==> src/hdl/sled_pkg.sv <==
// ----------------------------------------------------------------------------
// sled_pkg
// Shared types and constants of the string literal escape decoder.
// ----------------------------------------------------------------------------
package sled_pkg;

  // error codes carried in tuser
  localparam logic [2:0] ERR_NONE       = 3'd0;
  localparam logic [2:0] ERR_EOF        = 3'd1;
  localparam logic [2:0] ERR_NEWLINE    = 3'd2;
  localparam logic [2:0] ERR_BAD_ESC    = 3'd3;
  localparam logic [2:0] ERR_BOLD_QUOTE = 3'd4;

  // result queue depth: two entries for one item plus slack for back-to-back
  localparam int unsigned QDEPTH = 4;
  localparam int unsigned QPTR_W = $clog2(QDEPTH);
  localparam int unsigned QCNT_W = $clog2(QDEPTH + 1);

  // one result item
  typedef struct packed {
    logic [7:0] data;
    logic       last;
    logic [2:0] err;
  } res_t;

  // results produced by one input item
  typedef struct packed {
    logic vld0;
    logic vld1;
    res_t res0;
    res_t res1;
  } res_pair_t;

endpackage

==> src/hdl/sled_decode.sv <==
// ----------------------------------------------------------------------------
// sled_decode
// Escape decoder state and next-state logic; yields up to two results per char.
// ----------------------------------------------------------------------------
module sled_decode
  import sled_pkg::*;
(
  input  logic       clk,
  input  logic       rst_n,
  input  logic       take,      // char transfer this cycle
  input  logic [7:0] char_in,
  output res_pair_t  res        // valid only while take is high
);

  localparam logic [2:0] PH_AWAIT  = 3'd0;
  localparam logic [2:0] PH_STRING = 3'd1;
  localparam logic [2:0] PH_ESCAPE = 3'd2;
  localparam logic [2:0] PH_OCTAL  = 3'd3;
  localparam logic [2:0] PH_HEX    = 3'd4;
  localparam logic [2:0] PH_CARET  = 3'd5;

  localparam logic [7:0] HIGH_BIT = 8'h80;
  localparam logic [7:0] C_NUL    = 8'h00;
  localparam logic [7:0] C_NL     = 8'h0A;
  localparam logic [7:0] C_QUOTE  = 8'h22;
  localparam logic [7:0] C_BSL    = 8'h5C;
  localparam logic [7:0] C_CARET  = 8'h5E;
  localparam logic [7:0] C_LT     = 8'h3C;
  localparam logic [7:0] C_GT     = 8'h3E;
  localparam logic [7:0] C_X      = 8'h78;
  localparam logic [7:0] ESC_BYTE = 8'h1B;

  typedef struct packed {
    logic [2:0] ph;
    logic       vld;
    res_t       res;
    logic       bold;
  } plain_t;

  logic [2:0] phase_r, phase_nxt;
  logic [7:0] acc_r, acc_nxt;
  logic [1:0] oct_r, oct_nxt;
  logic       mask_r, mask_nxt;
  logic       bold_r, bold_nxt;

  function automatic res_t byte_res(logic [7:0] c, logic bold, logic mask);
    res_t r;
    r.data = c ^ (bold ? HIGH_BIT : 8'h00) ^ (mask ? HIGH_BIT : 8'h00);
    r.last = 1'b0;
    r.err  = ERR_NONE;
    return r;
  endfunction

  function automatic res_t err_res(logic [2:0] code);
    res_t r;
    r.data = 8'h00;
    r.last = 1'b0;
    r.err  = code;
    return r;
  endfunction

  function automatic logic is_hex(logic [7:0] c);
    return (c >= 8'h30 && c <= 8'h39) || (c >= 8'h41 && c <= 8'h46) ||
           (c >= 8'h61 && c <= 8'h66);
  endfunction

  function automatic logic [3:0] hex_val(logic [7:0] c);
    logic [7:0] v;
    if (c <= 8'h39) v = c - 8'h30;
    else if (c <= 8'h46) v = c - 8'h37;
    else v = c - 8'h57;
    return v[3:0];
  endfunction

  // ordinary character inside the literal
  function automatic plain_t plain(logic [7:0] c, logic bold, logic mask);
    plain_t p;
    p.ph   = PH_STRING;
    p.vld  = 1'b1;
    p.res  = byte_res(c, bold, mask);
    p.bold = bold;
    priority if (c == C_NUL) begin
      p.res = err_res(ERR_EOF);
      p.ph  = PH_AWAIT;
    end else if (c == C_NL) begin
      p.res = err_res(ERR_NEWLINE);
      p.ph  = PH_AWAIT;
    end else if (c == C_BSL) begin
      p.vld = 1'b0;
      p.ph  = PH_ESCAPE;
    end else if (c == C_QUOTE) begin
      p.res      = err_res(ERR_NONE);
      p.res.last = 1'b1;
      p.ph       = PH_AWAIT;
    end else begin
      p.bold = 1'b0;
    end
    return p;
  endfunction

  plain_t     pl_c;   // char as plain, current bold
  plain_t     pl_t;   // char as plain after a numeric escape (bold consumed)
  logic [7:0] oct_acc;

  always_comb begin
    pl_c    = plain(char_in, bold_r, mask_r);
    pl_t    = plain(char_in, 1'b0, mask_r);
    oct_acc = {acc_r[4:0], char_in[2:0]};

    phase_nxt = phase_r;
    acc_nxt   = acc_r;
    oct_nxt   = oct_r;
    mask_nxt  = mask_r;
    bold_nxt  = bold_r;
    res.vld0  = 1'b0;
    res.vld1  = 1'b0;
    res.res0  = err_res(ERR_NONE);
    res.res1  = err_res(ERR_NONE);

    unique case (phase_r)
      PH_AWAIT: begin
        // opening quote: skipped whatever it is
        mask_nxt  = 1'b0;
        bold_nxt  = 1'b0;
        acc_nxt   = 8'h00;
        oct_nxt   = 2'd0;
        phase_nxt = PH_STRING;
      end
      PH_ESCAPE: begin
        phase_nxt = PH_STRING;
        res.vld0  = 1'b1;
        bold_nxt  = 1'b0;
        unique case (char_in)
          C_NUL: begin
            res.res0  = err_res(ERR_EOF);
            bold_nxt  = bold_r;
            phase_nxt = PH_AWAIT;
          end
          8'h6E:   res.res0 = byte_res(C_NL, bold_r, mask_r);
          C_QUOTE: res.res0 = byte_res(C_QUOTE, bold_r, mask_r);
          8'h61:   res.res0 = byte_res(8'h07, bold_r, mask_r);
          8'h62:   res.res0 = byte_res(8'h08, bold_r, mask_r);
          8'h65:   res.res0 = byte_res(ESC_BYTE, bold_r, mask_r);
          8'h66:   res.res0 = byte_res(8'h0C, bold_r, mask_r);
          8'h72:   res.res0 = byte_res(8'h0D, bold_r, mask_r);
          8'h74:   res.res0 = byte_res(8'h09, bold_r, mask_r);
          8'h76:   res.res0 = byte_res(8'h0B, bold_r, mask_r);
          C_X: begin
            res.vld0  = 1'b0;
            bold_nxt  = bold_r;
            acc_nxt   = 8'h00;
            phase_nxt = PH_HEX;
          end
          C_CARET: begin
            res.vld0  = 1'b0;
            bold_nxt  = 1'b1;
            phase_nxt = PH_CARET;
          end
          C_LT: begin
            res.vld0 = 1'b0;
            bold_nxt = bold_r;
            mask_nxt = 1'b1;
          end
          C_GT: begin
            res.vld0 = 1'b0;
            bold_nxt = bold_r;
            mask_nxt = 1'b0;
          end
          default: begin
            bold_nxt = bold_r;
            if (char_in >= 8'h30 && char_in <= 8'h37) begin
              res.vld0  = 1'b0;
              acc_nxt   = {5'd0, char_in[2:0]};
              oct_nxt   = 2'd1;
              phase_nxt = PH_OCTAL;
            end else begin
              res.res0  = err_res(ERR_BAD_ESC);
              phase_nxt = PH_AWAIT;
            end
          end
        endcase
      end
      PH_OCTAL: begin
        res.vld0 = 1'b1;
        if (char_in >= 8'h30 && char_in <= 8'h37 && oct_r != 2'd3) begin
          acc_nxt = oct_acc;
          if (oct_r == 2'd2) begin
            // third digit closes the escape
            oct_nxt   = 2'd0;
            phase_nxt = PH_STRING;
            res.res0  = byte_res(oct_acc, bold_r, mask_r);
            bold_nxt  = 1'b0;
          end else begin
            oct_nxt  = oct_r + 2'd1;
            res.vld0 = 1'b0;
          end
        end else begin
          // terminator: numeric byte, then char as ordinary
          oct_nxt   = 2'd0;
          res.res0  = byte_res(acc_r, bold_r, mask_r);
          res.vld1  = pl_t.vld;
          res.res1  = pl_t.res;
          bold_nxt  = 1'b0;
          phase_nxt = pl_t.ph;
        end
      end
      PH_HEX: begin
        if (is_hex(char_in)) begin
          acc_nxt = {acc_r[3:0], hex_val(char_in)};
        end else begin
          res.vld0  = 1'b1;
          res.res0  = byte_res(acc_r, bold_r, mask_r);
          res.vld1  = pl_t.vld;
          res.res1  = pl_t.res;
          bold_nxt  = 1'b0;
          phase_nxt = pl_t.ph;
        end
      end
      PH_CARET: begin
        if (char_in == C_QUOTE) begin
          res.vld0  = 1'b1;
          res.res0  = err_res(ERR_BOLD_QUOTE);
          phase_nxt = PH_AWAIT;
        end else begin
          res.vld0  = pl_c.vld;
          res.res0  = pl_c.res;
          bold_nxt  = pl_c.bold;
          phase_nxt = pl_c.ph;
        end
      end
      default: begin
        // PH_STRING and unused codes
        res.vld0  = pl_c.vld;
        res.res0  = pl_c.res;
        bold_nxt  = pl_c.bold;
        phase_nxt = pl_c.ph;
      end
    endcase
  end

  always_ff @(posedge clk) begin
    if (!rst_n) begin
      phase_r <= PH_AWAIT;
      acc_r   <= 8'h00;
      oct_r   <= 2'd0;
      mask_r  <= 1'b0;
      bold_r  <= 1'b0;
    end else if (take) begin
      phase_r <= phase_nxt;
      acc_r   <= acc_nxt;
      oct_r   <= oct_nxt;
      mask_r  <= mask_nxt;
      bold_r  <= bold_nxt;
    end
  end

endmodule

==> src/hdl/sled_resq.sv <==
// ----------------------------------------------------------------------------
// sled_resq
// Small result queue: up to two pushes and one pop per cycle.
// ----------------------------------------------------------------------------
module sled_resq
  import sled_pkg::*;
(
  input  logic      clk,
  input  logic      rst_n,
  input  logic      push,
  input  res_pair_t din,
  output logic      room2,      // at least two free entries
  output logic      out_valid,
  input  logic      out_ready,
  output res_t      dout
);

  res_t              mem_r [QDEPTH];
  logic [QPTR_W-1:0] wr_ptr_r, rd_ptr_r, wr_ptr_nxt, rd_ptr_nxt;
  logic [QCNT_W-1:0] cnt_r, cnt_nxt;
  logic              pop;
  logic              w0, w1;
  res_t              wd0, wd1;
  logic [QPTR_W-1:0] wa1;

  assign pop       = out_valid && out_ready;
  assign out_valid = (cnt_r != '0);
  assign dout      = mem_r[rd_ptr_r];
  assign room2     = (cnt_r <= QCNT_W'(QDEPTH - 2));

  // pack the pair so that a lone result always lands first
  always_comb begin
    w0  = push && (din.vld0 || din.vld1);
    w1  = push && din.vld0 && din.vld1;
    wd0 = din.vld0 ? din.res0 : din.res1;
    wd1 = din.res1;
    wa1 = wr_ptr_r + QPTR_W'(1);
    wr_ptr_nxt = wr_ptr_r + QPTR_W'(w0) + QPTR_W'(w1);
    rd_ptr_nxt = rd_ptr_r + QPTR_W'(pop);
    cnt_nxt    = cnt_r + QCNT_W'(w0) + QCNT_W'(w1) - QCNT_W'(pop);
  end

  always_ff @(posedge clk) begin
    if (w0) mem_r[wr_ptr_r] <= wd0;
    if (w1) mem_r[wa1]      <= wd1;
  end

  always_ff @(posedge clk) begin
    if (!rst_n) begin
      wr_ptr_r <= '0;
      rd_ptr_r <= '0;
      cnt_r    <= '0;
    end else begin
      wr_ptr_r <= wr_ptr_nxt;
      rd_ptr_r <= rd_ptr_nxt;
      cnt_r    <= cnt_nxt;
    end
  end

endmodule

==> src/hdl/string_literal_escape_decoder_unit.sv <==
// ----------------------------------------------------------------------------
// string_literal_escape_decoder_unit
// Streams source characters in, decoded string bytes, end and error marks out.
// ----------------------------------------------------------------------------
// Output: each result is written to the result queue at the transfer.
// Throughput: one character per cycle while the queue has room for two results;
//   a character that ends a numeric escape can give two results, which drain
//   in order through the 4-entry result queue, whose fill level sets in_tready.
// Reset: rst_n synchronous, active low; decoder awaits an opening quote and
//   the result queue is empty.
// ----------------------------------------------------------------------------
module string_literal_escape_decoder_unit
  import sled_pkg::*;
(
  input  logic       clk,
  input  logic       rst_n,
  // source characters
  input  logic       in_tvalid,
  output logic       in_tready,
  input  logic [7:0] in_tdata,   // [7:0] char_in
  // decoded results
  output logic       out_tvalid,
  input  logic       out_tready,
  output logic [7:0] out_tdata,  // [7:0] out_byte
  output logic       out_tlast,  // end_of_string
  output logic [2:0] out_tuser   // [2:0] error_code
);

  logic      take;
  logic      room2;
  res_pair_t pair;
  res_t      head;

  // A character is taken only while the queue can absorb both possible
  // results, so no result is ever dropped.
  assign in_tready = room2;
  assign take      = in_tvalid && in_tready;

  // Decoder: state registers plus one pass of escape logic per transfer.
  sled_decode u_decode (
    .clk     (clk),
    .rst_n   (rst_n),
    .take    (take),
    .char_in (in_tdata),
    .res     (pair)
  );

  // Result queue parts the input side from output stalls.
  sled_resq u_resq (
    .clk       (clk),
    .rst_n     (rst_n),
    .push      (take),
    .din       (pair),
    .room2     (room2),
    .out_valid (out_tvalid),
    .out_ready (out_tready),
    .dout      (head)
  );

  assign out_tdata = head.data;
  assign out_tlast = head.last;
  assign out_tuser = head.err;

endmodule
==> config.mk <==
export PLATFORM = sky130hd
export DESIGN_NAME = string_literal_escape_decoder_unit
export DESIGN_NICKNAME = d
export VERILOG_FILES = /design/src/hdl/sled_pkg.sv /design/src/hdl/sled_decode.sv /design/src/hdl/sled_resq.sv /design/src/hdl/string_literal_escape_decoder_unit.sv
export SDC_FILE = /design/constraint.sdc
export NUM_CORES = 1
export LEC_CHECK = 0
export BUFFER_PORTS_ARGS = -buffer_cell sky130_fd_sc_hd__buf_2
export CAP_MARGIN = 20
export CORE_MARGIN = 8
export CORE_UTILIZATION = 35
export DETAILED_ROUTE_END_ITERATION = 16
export SLEW_MARGIN = 15
export SYNTH_ARGS = -nofsm -noshare
export SYNTH_HDL_FRONTEND = slang
export SYNTH_HIERARCHICAL = 1
export SYNTH_SLANG_ARGS = --single-unit
==> constraint.sdc <==
create_clock -name clk -period 4.75 [get_ports clk]
set_clock_uncertainty 0.05 [all_clocks]
set_input_delay 0.2375 -clock clk [delete_from_list [all_inputs] [get_ports clk]]
set_output_delay 0.2375 -clock clk [all_outputs]
set_load 0.05 [all_outputs]
==> Word level (Yosys, flattened, before mapping) <==
Memory sizes are Yosys's and may differ from the RTL's. A register that Yosys moved wholly into a read port is not among the register bits.
Index checks and enable logic that the tools add are counted.
{ "totals": {"ram_bits": 48, "reg_bits": 22, "memories": 1} }
{ "mem_list": {"columns": ["name", "depth", "width", "read_ports", "rd_ports_with_merged_regs", "write_ports", "line_no", "source"], "rows": [
  ["u_resq.mem_r", 4, 12, 1, 1, 2, "sled_resq.sv:18", "res_t mem_r [QDEPTH];"]
]} }
{ "op_classes": {"add_sub_neg": 11, "magnitude_cmp": 8, "eq_ne": 32, "n_reduce_logical": 30, "n_bitwise": 25, "mux": 70} }
{ "ops": {"columns": ["op", "count"], "rows": [
  ["12-bit 2-to-1 mux", 11],
  ["12-bit one-hot mux with 11 select lines", 1],
  ["8-bit bitwise XOR", 16],
  ["8-bit by 7-bit equality test with 1-bit output, second input constant", 11],
  ["12-bit one-hot mux with 5 select lines", 1],
  ["8-bit 2-to-1 mux", 5],
  ["8-bit one-hot mux with 4 select lines", 1],
  ["13-bit 2-to-1 mux", 2],
  ["26-bit 2-to-1 mux", 1],
  ["8-bit by 6-bit equality test with 1-bit output, second input constant", 3],
  ["12-bit one-hot mux with 2 select lines", 1],
  ["3-bit 2-to-1 mux", 7],
  ["1-bit 2-to-1 mux", 20],
  ["8-bit by 7-bit >= comparator with 1-bit output, second input constant", 2],
  ["8-bit by 6-bit less-or-equal comparator with 1-bit output, second input constant", 2],
  ["8-bit by 7-bit less-or-equal comparator with 1-bit output, second input constant", 2],
  ["8-bit one-hot mux with 2 select lines", 1],
  ["3-bit one-hot mux with 5 select lines", 1],
  ["2-bit 2-to-1 mux", 7],
  ["14-bit OR reduction", 1],
  ["13-bit OR reduction", 1],
  ["3-bit one-hot mux with 4 select lines", 1],
  ["11-bit OR reduction", 1],
  ["1-bit logical AND", 10],
  ["other kinds (37)", 67]
]} }

==> Longest topological paths before layout <==
Gate-level depths: netlist (run 1).
{ "depth": {"ltp_word": 13, "mapped_depth": 16} }

==> Hierarchy <==
Netlist (run 1), hierarchy kept.
{ "by_module_without_submodules": {"columns": ["mod", "seq_area_each_um2", "cells_per_inst", "n_inst", "area_per_inst_um2"], "rows": [
  ["sled_resq", 1581.5, 164, 1, 2900.3],
  ["sled_decode", 300.3, 265, 1, 1839.3],
  ["string_literal_escape_decoder_unit", 0.0, 1, 1, 6.3]
]} }

==> Least setup slack after synthesis (run 1) <==
Ideal clock, no wire load.
{ "synth_path": {"path_kind": "input to register", "startpoint": "in in_tdata[0]", "endpoint": "reg u_resq.cnt_r[2]", "t_required_ps": 4585, "slack_ps": 1281, "n_path_buf": 1, "stages": 16, "arrival_time_ps": 3304, "setup_time_ps": 115, "path_cell_list": "inv_1 -> ha_1 -> clkbuf_1 -> nand3_1 -> o22ai_1 -> nand3b_1 -> and2_1 -> nor2_1 -> o221ai_1 -> o21ai_0 -> ha_1 -> inv_1 -> fa_1 -> fa_1 -> xnor2_1 -> and2_1"} }
{ "synth_rtl": {"columns": ["item", "line_no", "source"], "rows": [
  ["from (decl)", "string_literal_escape_decoder_unit.sv:20", "input logic [7:0] in_tdata,"],
  ["to (signal assigned)", "sled_resq.sv:56", "cnt_r <= cnt_nxt;"],
  ["to (decl)", "sled_resq.sv:20", "logic [QCNT_W-1:0] cnt_r, cnt_nxt;"]
]} }

==> results.json, run 1 <==
{
  "run_status": "finished clean",
  "final_cell_mix": "edfxtp_1 (48), nor2_1 (35), mux2_4 (30), buf_2 (25), nand2_1 (24)",
  "min_period_ns": 3.98,
  "cts_resized": 0,
  "start_kind": "register",
  "initial_core_util_pct": 35.8,
  "final_max_slew_viol_count": 0,
  "die_h_um": 132,
  "cts_buffer_depth": 2,
  "peakVddDrop_v": 0.000226,
  "synth_top_family_by_area": "multiplexers",
  "power.leakage_nw": 1.96,
  "required_ns": 4.92,
  "r2r_setup_slack_ns": 0.77,
  "drc_errors": 0,
  "drv_cap": 0,
  "rsz0062_at_grt": "false",
  "first_global_vias": 3579,
  "die_w_um": 132,
  "cts_tree": "done",
  "arrival_ns": 4.16,
  "crit_slowest_cell": "dfxtp_1",
  "endpoint_kind": "register",
  "syn_inst": 430,
  "coreArea_mm2": 0.0132,
  "overflow": 0,
  "htreeDepth": 3,
  "port_buffers": 25,
  "antenna_cells": 0,
  "synthSimpleGateAreaFrac_pct": 15.4,
  "design_area_mm2": 0.00529,
  "finalHoldViolCount": 0,
  "max_slew_margin_pct": 30.8,
  "critical-path-max-stage-delay_ns": 0.58,
  "area_growth_pct": 11.4,
  "tightestPinTransition_ns": 1.01,
  "timing.setup.tns_ns": 0,
  "vias_per_cell": 5.81,
  "synthFlopType": "edfxtp_1",
  "numCtsBuffers": 9,
  "power_density_mw_per_mm2": 564,
  "layout-drive-gt1-share_pct": 27.5,
  "synth-xor-area-share_pct": 1.29,
  "synth_warnings": 6,
  "ant_nets": 0,
  "wire_per_inst_um": 19.7,
  "grt_first_pass_wirelength_um": 19700,
  "syn-num-nets": 453,
  "row_count": 42,
  "die-area_mm2": 0.0175,
  "firstDrtPassIters": 5,
  "grtUsageTotal_pct": 14.1,
  "vias": 3664,
  "worstHoldPathCells": 2,
  "cts_root_buffer": "clkbuf_16",
  "ys_ff_latch": 70,
  "post_cts_buffers": 0,
  "synthArstFlopShare_pct": 0,
  "cts.sink_count": 70,
  "drt_iter0_drc": 433,
  "worstSkewPairLatency_ns": 0.33,
  "cp_max_fo": 14,
  "routed_wl_um": 12400,
  "cts_hold_buf": 0,
  "syn_area_mm2": 0.00475,
  "critical_path_class": "register to register",
  "final_common_cell": "edfxtp_1",
  "dpl.hpwl_um": 8760,
  "synth-adder-area-share_pct": 3.37,
  "grt_max_degree": 20,
  "grt_antenna_before_repair": 0,
  "hold_path.class": "input pin to register",
  "dpl-instance-area_mm2": 0.00500,
  "synth.area.mux_share_pct": 19.9,
  "ys_seq_area_share_pct": 39.7,
  "synth_edf_count": 48,
  "clk_pin_slew_ns": 0.06,
  "ys_types": 75,
  "fmax_mhz": 251,
  "synth-compound-area-share_pct": 15.5,
  "path_cells": "nor2b_1, nand2_1, nor3_1, and2_1, nor2_1, o221ai_1, o21ai_0, ha_1, inv_1, fa_1, fa_1, xnor2_1, and2_1",
  "gp_congestion": 0.933,
  "final.period_utilization_pct": 83.9,
  "ioPinCount": 26,
  "avgSynthCellArea_um2": 11.0,
  "setup_violations": 0,
  "fillers": 1290,
  "ff2ff_path_depth": 13,
  "nets": 473
}
==> worst max-delay path: cells and delay by family (launching register included) <==
family / cells / cell delay, ns
DFF: 1 / 0.58
adders and majority gates: 3 / 1.13
xor gates and xnor gates: 1 / 0.13
AOI/OAI and AO/OA: 2 / 0.60
and+or+nand+nor: 6 / 1.33
buffers and inverters: 1 / 0.04
==> per-layer routing <==
| layer | vias to the layer above | part of all wire (%) | global-route usage, % |
|---|---|---|---|
| li1 | 1695 | - | - |
| met1 | 1799 | 44 | 17.2 |
| met2 | 149 | 48 | 23.3 |
| met3 | 21 | 5.6 | 3.10 |
| met4 | 0 | 2.4 | 6.62 |
| met5 | - | 0 | 0 |
==> Yosys cell counts, drive strengths merged, types with 4 or more instances <==
library cell	number	share of area (%)
nor3	13	1.6
a22oi	11	1.7
buf	16	2.7
a21oi	17	1.8
mux4	12	5.7
edfxtp	48	30
inv	16	1.3
ha	8	2.1
nand2	26	2.2
a211oi	7	1.2
mux2	49	14
o21ai	21	2.5
nand4	4	0.53
nand2b	7	1.2
a221oi	4	0.74
nor2	36	2.9
xnor2	4	0.74
and2	14	1.8
clkbuf	8	0.63
dfxtp	22	9.3
o31ai	6	0.95
a31oi	6	0.79
nand3	12	1.3
==> cells by family after synthesis <==
group	after synthesis
buffers and inverters	42
XOR/XNOR	7
flip-flops	70
AND/OR/NAND/NOR	133
AO/OA/AOI/OAI	104
other	1
multiplexers	62
adder cells (fa/ha/maj)	11
==> final timing paths <==
path / startpoint / end
worst max-delay path: u_decode/phase_r[1] / u_resq/cnt_r[2]
worst min-delay path: rst_n / u_decode/phase_r[1]
worst max register to register: u_decode/phase_r[1] / u_resq/cnt_r[2]
worst min register to register: u_decode/acc_r[5] / u_decode/acc_r[5]
==> power by group <==
| part | leakage (nW) | switching (mW) | internal (mW) |
|---|---|---|---|
| clock network | 0.146 | 0.259 | 0.405 |
| registers | 0.629 | 0.134 | 0.797 |
| logic | 1.18 | 0.830 | 0.555 |
==> cell type report <==
| cell class | instances | area (µm²) | area share [%] |
|---|---|---|---|
| Multi-Input combinational cell | 318 | 2640 | 50.0 |
| Sequential cell | 70 | 1880 | 35.6 |
| Clock buffer | 10 | 229 | 4.33 |
| Tap cell | 176 | 220 | 4.16 |
| Timing Repair Buffer | 33 | 185 | 3.50 |
| Inverter | 18 | 67.6 | 1.28 |
| Clock inverter | 6 | 62.6 | 1.18 |
==> through the flow <==
step | util (%) | setup WS, ns | power (mW) | std cells | hold slack [ns]
floorplan | - | 1.28 | 2.04 | 430 | 0.309
global placement | 37.7 | 0.813 | 2.31 | 615 | 0.467
detailed placement | 37.7 | 0.639 | 2.33 | 615 | 0.476
CTS | 39.9 | 0.792 | 3.01 | 631 | 0.204
global route | 39.9 | 0.454 | 3.14 | 631 | 0.210
finish | 39.9 | 0.765 | 2.98 | 631 | 0.210
==> state kept, by name, indices dropped and copies added (netlist names) <==
name	count
u_resq/mem_r	48
u_decode/acc_r	8
u_resq/cnt_r	3
u_decode/phase_r	3
u_decode/oct_r	2
u_decode/mask_r	1
u_decode/bold_r	1
u_resq/wr_ptr_r	2
u_resq/rd_ptr_r	2
Power figures use the tool's default switching activity.
==> run 2, diff against run 1 <==
--- a/config.mk
+++ b/config.mk
@@ -5,6 +5,7 @@
 export SDC_FILE = /design/constraint.sdc
 export NUM_CORES = 1
 export LEC_CHECK = 0
+export ABC_AREA = 1
 export BUFFER_PORTS_ARGS = -buffer_cell sky130_fd_sc_hd__buf_2
 export CAP_MARGIN = 20
 export CORE_MARGIN = 8
==> constraint.sdc (replaced) <==
create_clock -name clk -period 3.36 [get_ports clk]
set_clock_uncertainty 0.05 [all_clocks]
set_input_delay 0.168 -clock clk [delete_from_list [all_inputs] [get_ports clk]]
set_output_delay 0.168 -clock clk [all_outputs]
set_load 0.05 [all_outputs]
==> run 2 against run 1 <==
  * Clock power up 26%
  * Power up 30%
  * First-iteration DRC count up 27%
  * Routed wire length up 24%
  * Utilization down 0.10 points
  * Critical path type unchanged
  * Combinational power up 34%
  * Flip-flop and latch count unchanged
  * Sequential share of layout area down 4.5 points
  * Final cell count up 68%
  * Global-route usage up 1.5 points
==> results.json, run 2 <==
{
  "vias_per_cell": 5.03,
  "cts_buffer_depth": 2,
  "min_period_ns": 3.16,
  "worstSkewPairLatency_ns": 0.34,
  "die-area_mm2": 0.0198,
  "tightestPinTransition_ns": 1.00,
  "first_global_vias": 4861,
  "grtUsageTotal_pct": 15.7,
  "fillers": 1675,
  "synth_top_area_cell": "edfxtp_1",
  "htreeDepth": 3,
  "ys_seq_area_share_pct": 34.6,
  "synth-compound-area-share_pct": 9.21,
  "path_depth": 15,
  "final_max_slew_viol_count": 0,
  "power_density_mw_per_mm2": 641,
  "die_w_um": 141,
  "peakVddDrop_v": 0.000254,
  "layout-drive-gt1-share_pct": 13.1,
  "area_growth_pct": 11.4,
  "clk_pin_slew_ns": 0.06,
  "endpoint_kind": "register",
  "start_kind": "register",
  "synthFlopType": "edfxtp_1",
  "synth_top_area_share_pct": 26.5,
  "syn_inst": 838,
  "power_mw": 3.88,
  "synth_edf_count": 48,
  "synth-adder-area-share_pct": 2.95,
  "min_delay_worst_endpoint": "u_resq/rd_ptr_r[0]",
  "fmax_mhz": 317,
  "syn_area_mm2": 0.00544,
  "drc_errors": 0,
  "critical_path_class": "register to register",
  "dpl.hpwl_um": 12000,
  "rsz0062_at_grt": "false",
  "critical-path-max-stage-delay_ns": 0.45,
  "r2r_start": "u_decode/phase_r[0]",
  "synth_most_common_cell": "nand2_1",
  "crit_slowest_cell": "dfxtp_1",
  "worstPathBufferInverterCount": 3,
  "path_cells": "nand2_1, nor2_1, inv_1, nand2_1, nor2_1, inv_1, nor2_1, a31oi_1, o21ai_0, ha_1, inv_1, fa_1, fa_1, o21ai_0, a21oi_1",
  "die_h_um": 141,
  "drt_iter0_drc": 550,
  "synth.area.mux_share_pct": 0,
  "max_slew_margin_pct": 33.0,
  "arrival_ns": 3.33,
  "synth_commonest_cells": "nand2_1 (339), nor2_1 (100), inv_1 (91), edfxtp_1 (48), nand3_1 (47)",
  "ys_types": 43,
  "ant_nets": 0,
  "required_ns": 3.53,
  "final_cell_mix": "nand2_1 (339), nor2_1 (100), inv_1 (91), edfxtp_1 (48), nand3_1 (47)",
  "final_common_cell": "nand2_1",
  "ff2ff_path_depth": 15,
  "cts_resized": 0,
  "port_buffers": 25,
  "synthArstFlopShare_pct": 0,
  "ys_ff_latch": 70,
  "cts.sink_count": 70,
  "ioPinCount": 26,
  "gp_congestion": 0.977,
  "drv_cap": 0,
  "grt_max_degree": 50,
  "final.period_utilization_pct": 94.0,
  "path_delay_family": "adder cells",
  "cts_hold_buf": 0,
  "avgSynthCellArea_um2": 6.49,
  "antenna_cells": 0,
  "min_from": "rst_n",
  "top_regs": "u_resq/mem_r x48, u_decode/acc_r x8",
  "coreArea_mm2": 0.0152,
  "wire_per_inst_um": 14.5,
  "run_status": "finished clean",
  "cp_max_fo": 6,
  "overflow": 0,
  "finalHoldViolCount": 0,
  "cts_root_buffer": "clkbuf_16",
  "regMostFlops": "u_resq/mem_r",
  "largest_register_ffs": 48,
  "vias": 5340,
  "r2r_setup_slack_ns": 0.20,
  "synthTopCellsByArea": "edfxtp_1 (27%), nand2_1 (23%), dfxtp_1 (8.1%), nor2_1 (6.9%), inv_1 (6.3%)",
  "grt_antenna_before_repair": 0,
  "synth-xor-area-share_pct": 0.322,
  "syn-num-nets": 861,
  "nets": 892,
  "synth_warnings": 6,
  "setup_violations": 0,
  "post_cts_buffers": 0,
  "routed_wl_um": 15400,
  "synth_top_family_by_area": "simple AND/OR/NAND/NOR gates",
  "synthSimpleGateAreaFrac_pct": 42.6,
  "worstHoldPathCells": 3,
  "row_count": 45,
  "power.leakage_nw": 2.87,
  "timing.setup.tns_ns": 0,
  "firstDrtPassIters": 5,
  "timing.rr.end": "u_resq/cnt_r[2]",
  "numCtsBuffers": 9,
  "grt_first_pass_wirelength_um": 24800,
  "cts_tree": "done",
  "hold_path.class": "input pin to register",
  "initial_core_util_pct": 35.8
}
## run 2: cell count changes after synthesis, moves of 14 or more
cell	change
inv_1	+75
mux2_2	-18
mux2_4	-30
nand2_1	+315
nand3_1	+35
nor2_1	+65
o211ai_1	+14
## run 2: report_power, final
| part | switching [mW] | internal (mW) |
|---|---|---|
| logic | 1.35 | 0.511 |
| registers | 0.0831 | 1.10 |
| clock network | 0.346 | 0.493 |
## run 2: kinds of logic (layout without fill, tap and decap cells)
family / after synthesis / after routing
other: 1 / 1
xor gates and xnor gates: 2 / 2
adders and majority gates: 11 / 11
AOI/OAI and AO/OA: 80 / 80
buffers and inverters: 129 / 164
and+or+nand+nor: 545 / 545
DFF: 70 / 70
## run 2: tightest hold or removal path, cell delays in order
cell,delay (ns)
buf_2,0.23
nand2_1,0.10
inv_1,0.03
## run 2: layout make-up
class / instances / area (µm²) / share of cell area (%)
Multi-Input combinational cell: 639 / 3000 / 49.5
Sequential cell: 70 / 1880 / 31.1
Inverter: 101 / 383 / 6.32
Timing Repair Buffer: 48 / 298 / 4.92
Tap cell: 188 / 235 / 3.89
Clock buffer: 11 / 233 / 3.84
Clock inverter: 4 / 25.0 / 0.413
## run 2: stage by stage
step	instances	utilization [%]	hold slack [ns]	area, µm²	setup slack [ns]
2_1_floorplan	838	-	0.211	5440	0.144
3_3_place_gp	1046	38.1	0.433	5800	0.142
3_5_place_dp	1046	38.1	0.437	5800	0.0747
4_1_cts	1061	39.8	0.181	6050	0.246
5_1_grt	1061	39.8	0.199	6050	0.0496
6_report	1061	39.8	0.195	6050	0.202
## run 2: how the worst max path moves through the flow
| stage | slack (ns) | to | from |
|---|---|---|---|
| CTS | 0.25 | u_resq/cnt_r[2] | u_decode/phase_r[0] |
| detailed placement | 0.07 | u_resq/cnt_r[2] | in_tdata[0] |
| floorplan | 0.14 | u_resq/cnt_r[2] | in_tdata[0] |
| global route | 0.05 | u_resq/cnt_r[2] | u_decode/phase_r[1] |
| finish | 0.20 | u_resq/cnt_r[2] | u_decode/phase_r[0] |
| global placement | 0.14 | u_resq/cnt_r[2] | in_tdata[0] |
## run 2: per-layer routing
| metal | GRT usage [%] | wire length (µm) |
|---|---|---|
| met5 | 0 | 0 |
| met4 | 6.62 | 352 |
| met3 | 2.57 | 834 |
| met2 | 25.4 | 7170 |
| met1 | 20.3 | 7070 |
==> run 3, diff against run 2 <==
--- a/config.mk
+++ b/config.mk
@@ -5,7 +5,6 @@
 export SDC_FILE = /design/constraint.sdc
 export NUM_CORES = 1
 export LEC_CHECK = 0
-export ABC_AREA = 1
 export BUFFER_PORTS_ARGS = -buffer_cell sky130_fd_sc_hd__buf_2
 export CAP_MARGIN = 20
 export CORE_MARGIN = 8
==> run 3 against run 2 <==
  * Flip-flop and latch count did not move
  * Die area shrank 11%
  * Combinational power rose by 11%
  * Power rose by 7.9%
  * Critical path depth shrank 2
  * Clock-buffer cell count unchanged
  * Register-to-register slack better by 0.13 ns
  * Hold slack worse by 0.040 ns
  * Routed wire length down 17%
  * Non-clock buffer count grew 17
  * Largest cell class unchanged
  * Largest power group unchanged
==> results.json, run 3 (synthesis gave the netlist of run 1 again) <==
{
  "run_status": "finished clean",
  "coreArea_mm2": 0.0132,
  "die_h_um": 132,
  "final_cell_mix": "edfxtp_1 (48), buf_4 (40), nor2_1 (35), mux2_4 (30), buf_2 (25)",
  "min_from": "rst_n",
  "final.period_utilization_pct": 90.2,
  "hold_path.class": "input pin to register",
  "cts_buffer_depth": 2,
  "rsz0062_at_grt": "false",
  "cts_tree": "done",
  "final_cells": 663,
  "cts_resized": 0,
  "wire_per_inst_um": 19.3,
  "power_density_mw_per_mm2": 761,
  "cp_max_fo": 3,
  "ant_nets": 0,
  "cts_hold_buf": 0,
  "final_common_cell": "edfxtp_1",
  "drv_cap": 0,
  "seq_area_mm2": 0.00188,
  "area_growth_pct": 16.0,
  "path_depth": 13,
  "fillers": 1300,
  "overflow": 0,
  "min_period_ns": 3.03,
  "final_max_slew_viol_count": 0,
  "peakVddDrop_v": 0.000276,
  "antenna_cells": 0,
  "grtUsageTotal_pct": 14.7,
  "worstPathBufferInverterCount": 1,
  "grt_max_degree": 18,
  "setup.worst_path.start": "u_decode/phase_r[1]",
  "row_count": 42,
  "die-area_mm2": 0.0175,
  "vias": 3734,
  "path_delay_family": "adder cells",
  "nets": 505,
  "tightestPinTransition_ns": 0.917,
  "fmax_mhz": 330,
  "cts.sink_count": 70,
  "worstHoldPathCells": 2,
  "required_ns": 3.54,
  "worstSkewPairLatency_ns": 0.33,
  "routed_wl_um": 12800,
  "max_slew_margin_pct": 38.9,
  "critical-path-max-stage-delay_ns": 0.39,
  "numCtsBuffers": 9,
  "port_buffers": 25,
  "place_inst": 647,
  "htreeDepth": 3,
  "top_regs": "u_resq/mem_r x48, u_decode/acc_r x8",
  "largest_register_ffs": 48,
  "crit_slowest_cell": "fa_1",
  "r2r_start": "u_decode/phase_r[1]",
  "regMostFlops": "u_resq/mem_r",
  "clk_pin_slew_ns": 0.06,
  "setup_violations": 0,
  "gp_congestion": 0.976,
  "ioPinCount": 26,
  "whs_ns": 0.154,
  "vias_per_cell": 5.63,
  "drc_errors": 0,
  "ff2ff_path_depth": 13,
  "firstDrtPassIters": 5,
  "initial_core_util_pct": 35.8,
  "first_global_vias": 3756,
  "layout-drive-gt1-share_pct": 32.0,
  "grt_antenna_before_repair": 0,
  "endpoint_kind": "register",
  "critical_path_class": "register to register",
  "multi_input_area_mm2": 0.00265,
  "power.leakage_nw": 2.09,
  "start_kind": "register",
  "die_w_um": 132,
  "finalHoldViolCount": 0,
  "timing.setup.tns_ns": 0,
  "post_cts_buffers": 0,
  "arrival_ns": 3.21,
  "cts_root_buffer": "clkbuf_16",
  "drt_iter0_drc": 392,
  "dpl.hpwl_um": 9360,
  "grt_first_pass_wirelength_um": 20400,
  "path_cells": "nor2b_1, nand2_1, nor3_2, and2_1, nor2_1, o221ai_1, o21ai_1, ha_1, inv_1, fa_1, fa_1, xnor2_1, and2_1"
}
-- run 3: cell count changes in the layout (fill, tap and decap cells not counted), moves of 10 or more --
cell | previous run | this run
and2_1 | 1 | 14
buf_4 | 23 | 40
inv_1 | 91 | 16
mux2_2 | 0 | 18
mux2_4 | 0 | 30
mux4_2 | 0 | 12
nand2_1 | 339 | 24
nand2_2 | 15 | 2
nand3_1 | 47 | 12
nor2_1 | 100 | 35
nor2_2 | 14 | 1
o211ai_1 | 16 | 2
o21ai_0 | 24 | 14
-- run 3: worst register-to-register path: stages, from the launching register on --
cell and delay (ns):
dfxtp_1 0.33, nor2b_1 0.19, nand2_1 0.13, nor3_2 0.28
and2_1 0.22, nor2_1 0.05, o221ai_1 0.12, o21ai_1 0.15
ha_1 0.31, inv_1 0.05, fa_1 0.38, fa_1 0.39
xnor2_1 0.13, and2_1 0.14
-- run 3: per-layer routing --
| metal | global-route usage [%] | wire length, µm | vias up |
|---|---|---|---|
| li1 | - | - | 1752 |
| met1 | 17.6 | 5410 | 1821 |
| met2 | 25.3 | 6380 | 137 |
| met3 | 2.65 | 672 | 24 |
| met4 | 6.18 | 308 | 0 |
| met5 | 0 | 0 | - |
-- run 3: per-stage QoR --
stage | instance area [µm²] | util, % | power (mW) | setup WS [ns]
2_1_floorplan | 4750 | - | 2.89 | 0.0574
3_3_place_gp | 5240 | 39.6 | 3.35 | 0.133
3_5_place_dp | 5240 | 39.6 | 3.38 | 0.0613
4_1_cts | 5500 | 41.6 | 4.23 | 0.306
5_1_grt | 5500 | 41.6 | 4.42 | 0.108
6_report | 5500 | 41.6 | 4.19 | 0.331
-- run 3: path summary, 6_finish.rpt --
kind / to / slack [ns]
min reg2reg: u_decode/acc_r[6] / 0.47
max reg2reg: u_resq/cnt_r[2] / 0.33
min: u_decode/phase_r[1] / 0.15
max: u_resq/cnt_r[2] / 0.33
-- run 3: cell type report --
type                            instances  share of cell area, %
Clock buffer                           11                   4.23
Clock inverter                          5                  0.523
Inverter                               18                   1.23
Multi-Input combinational cell        318                   48.1
Sequential cell                        70                   34.2
Tap cell                              176                   4.00
Timing Repair Buffer                   65                   7.73
-- run 3: where the power goes --
group	total, mW	switching, mW	internal, mW
sequential	1.29	0.161	1.13
clock	0.837	0.343	0.494
combinational	2.06	1.22	0.847
total	4.19	1.72	2.47
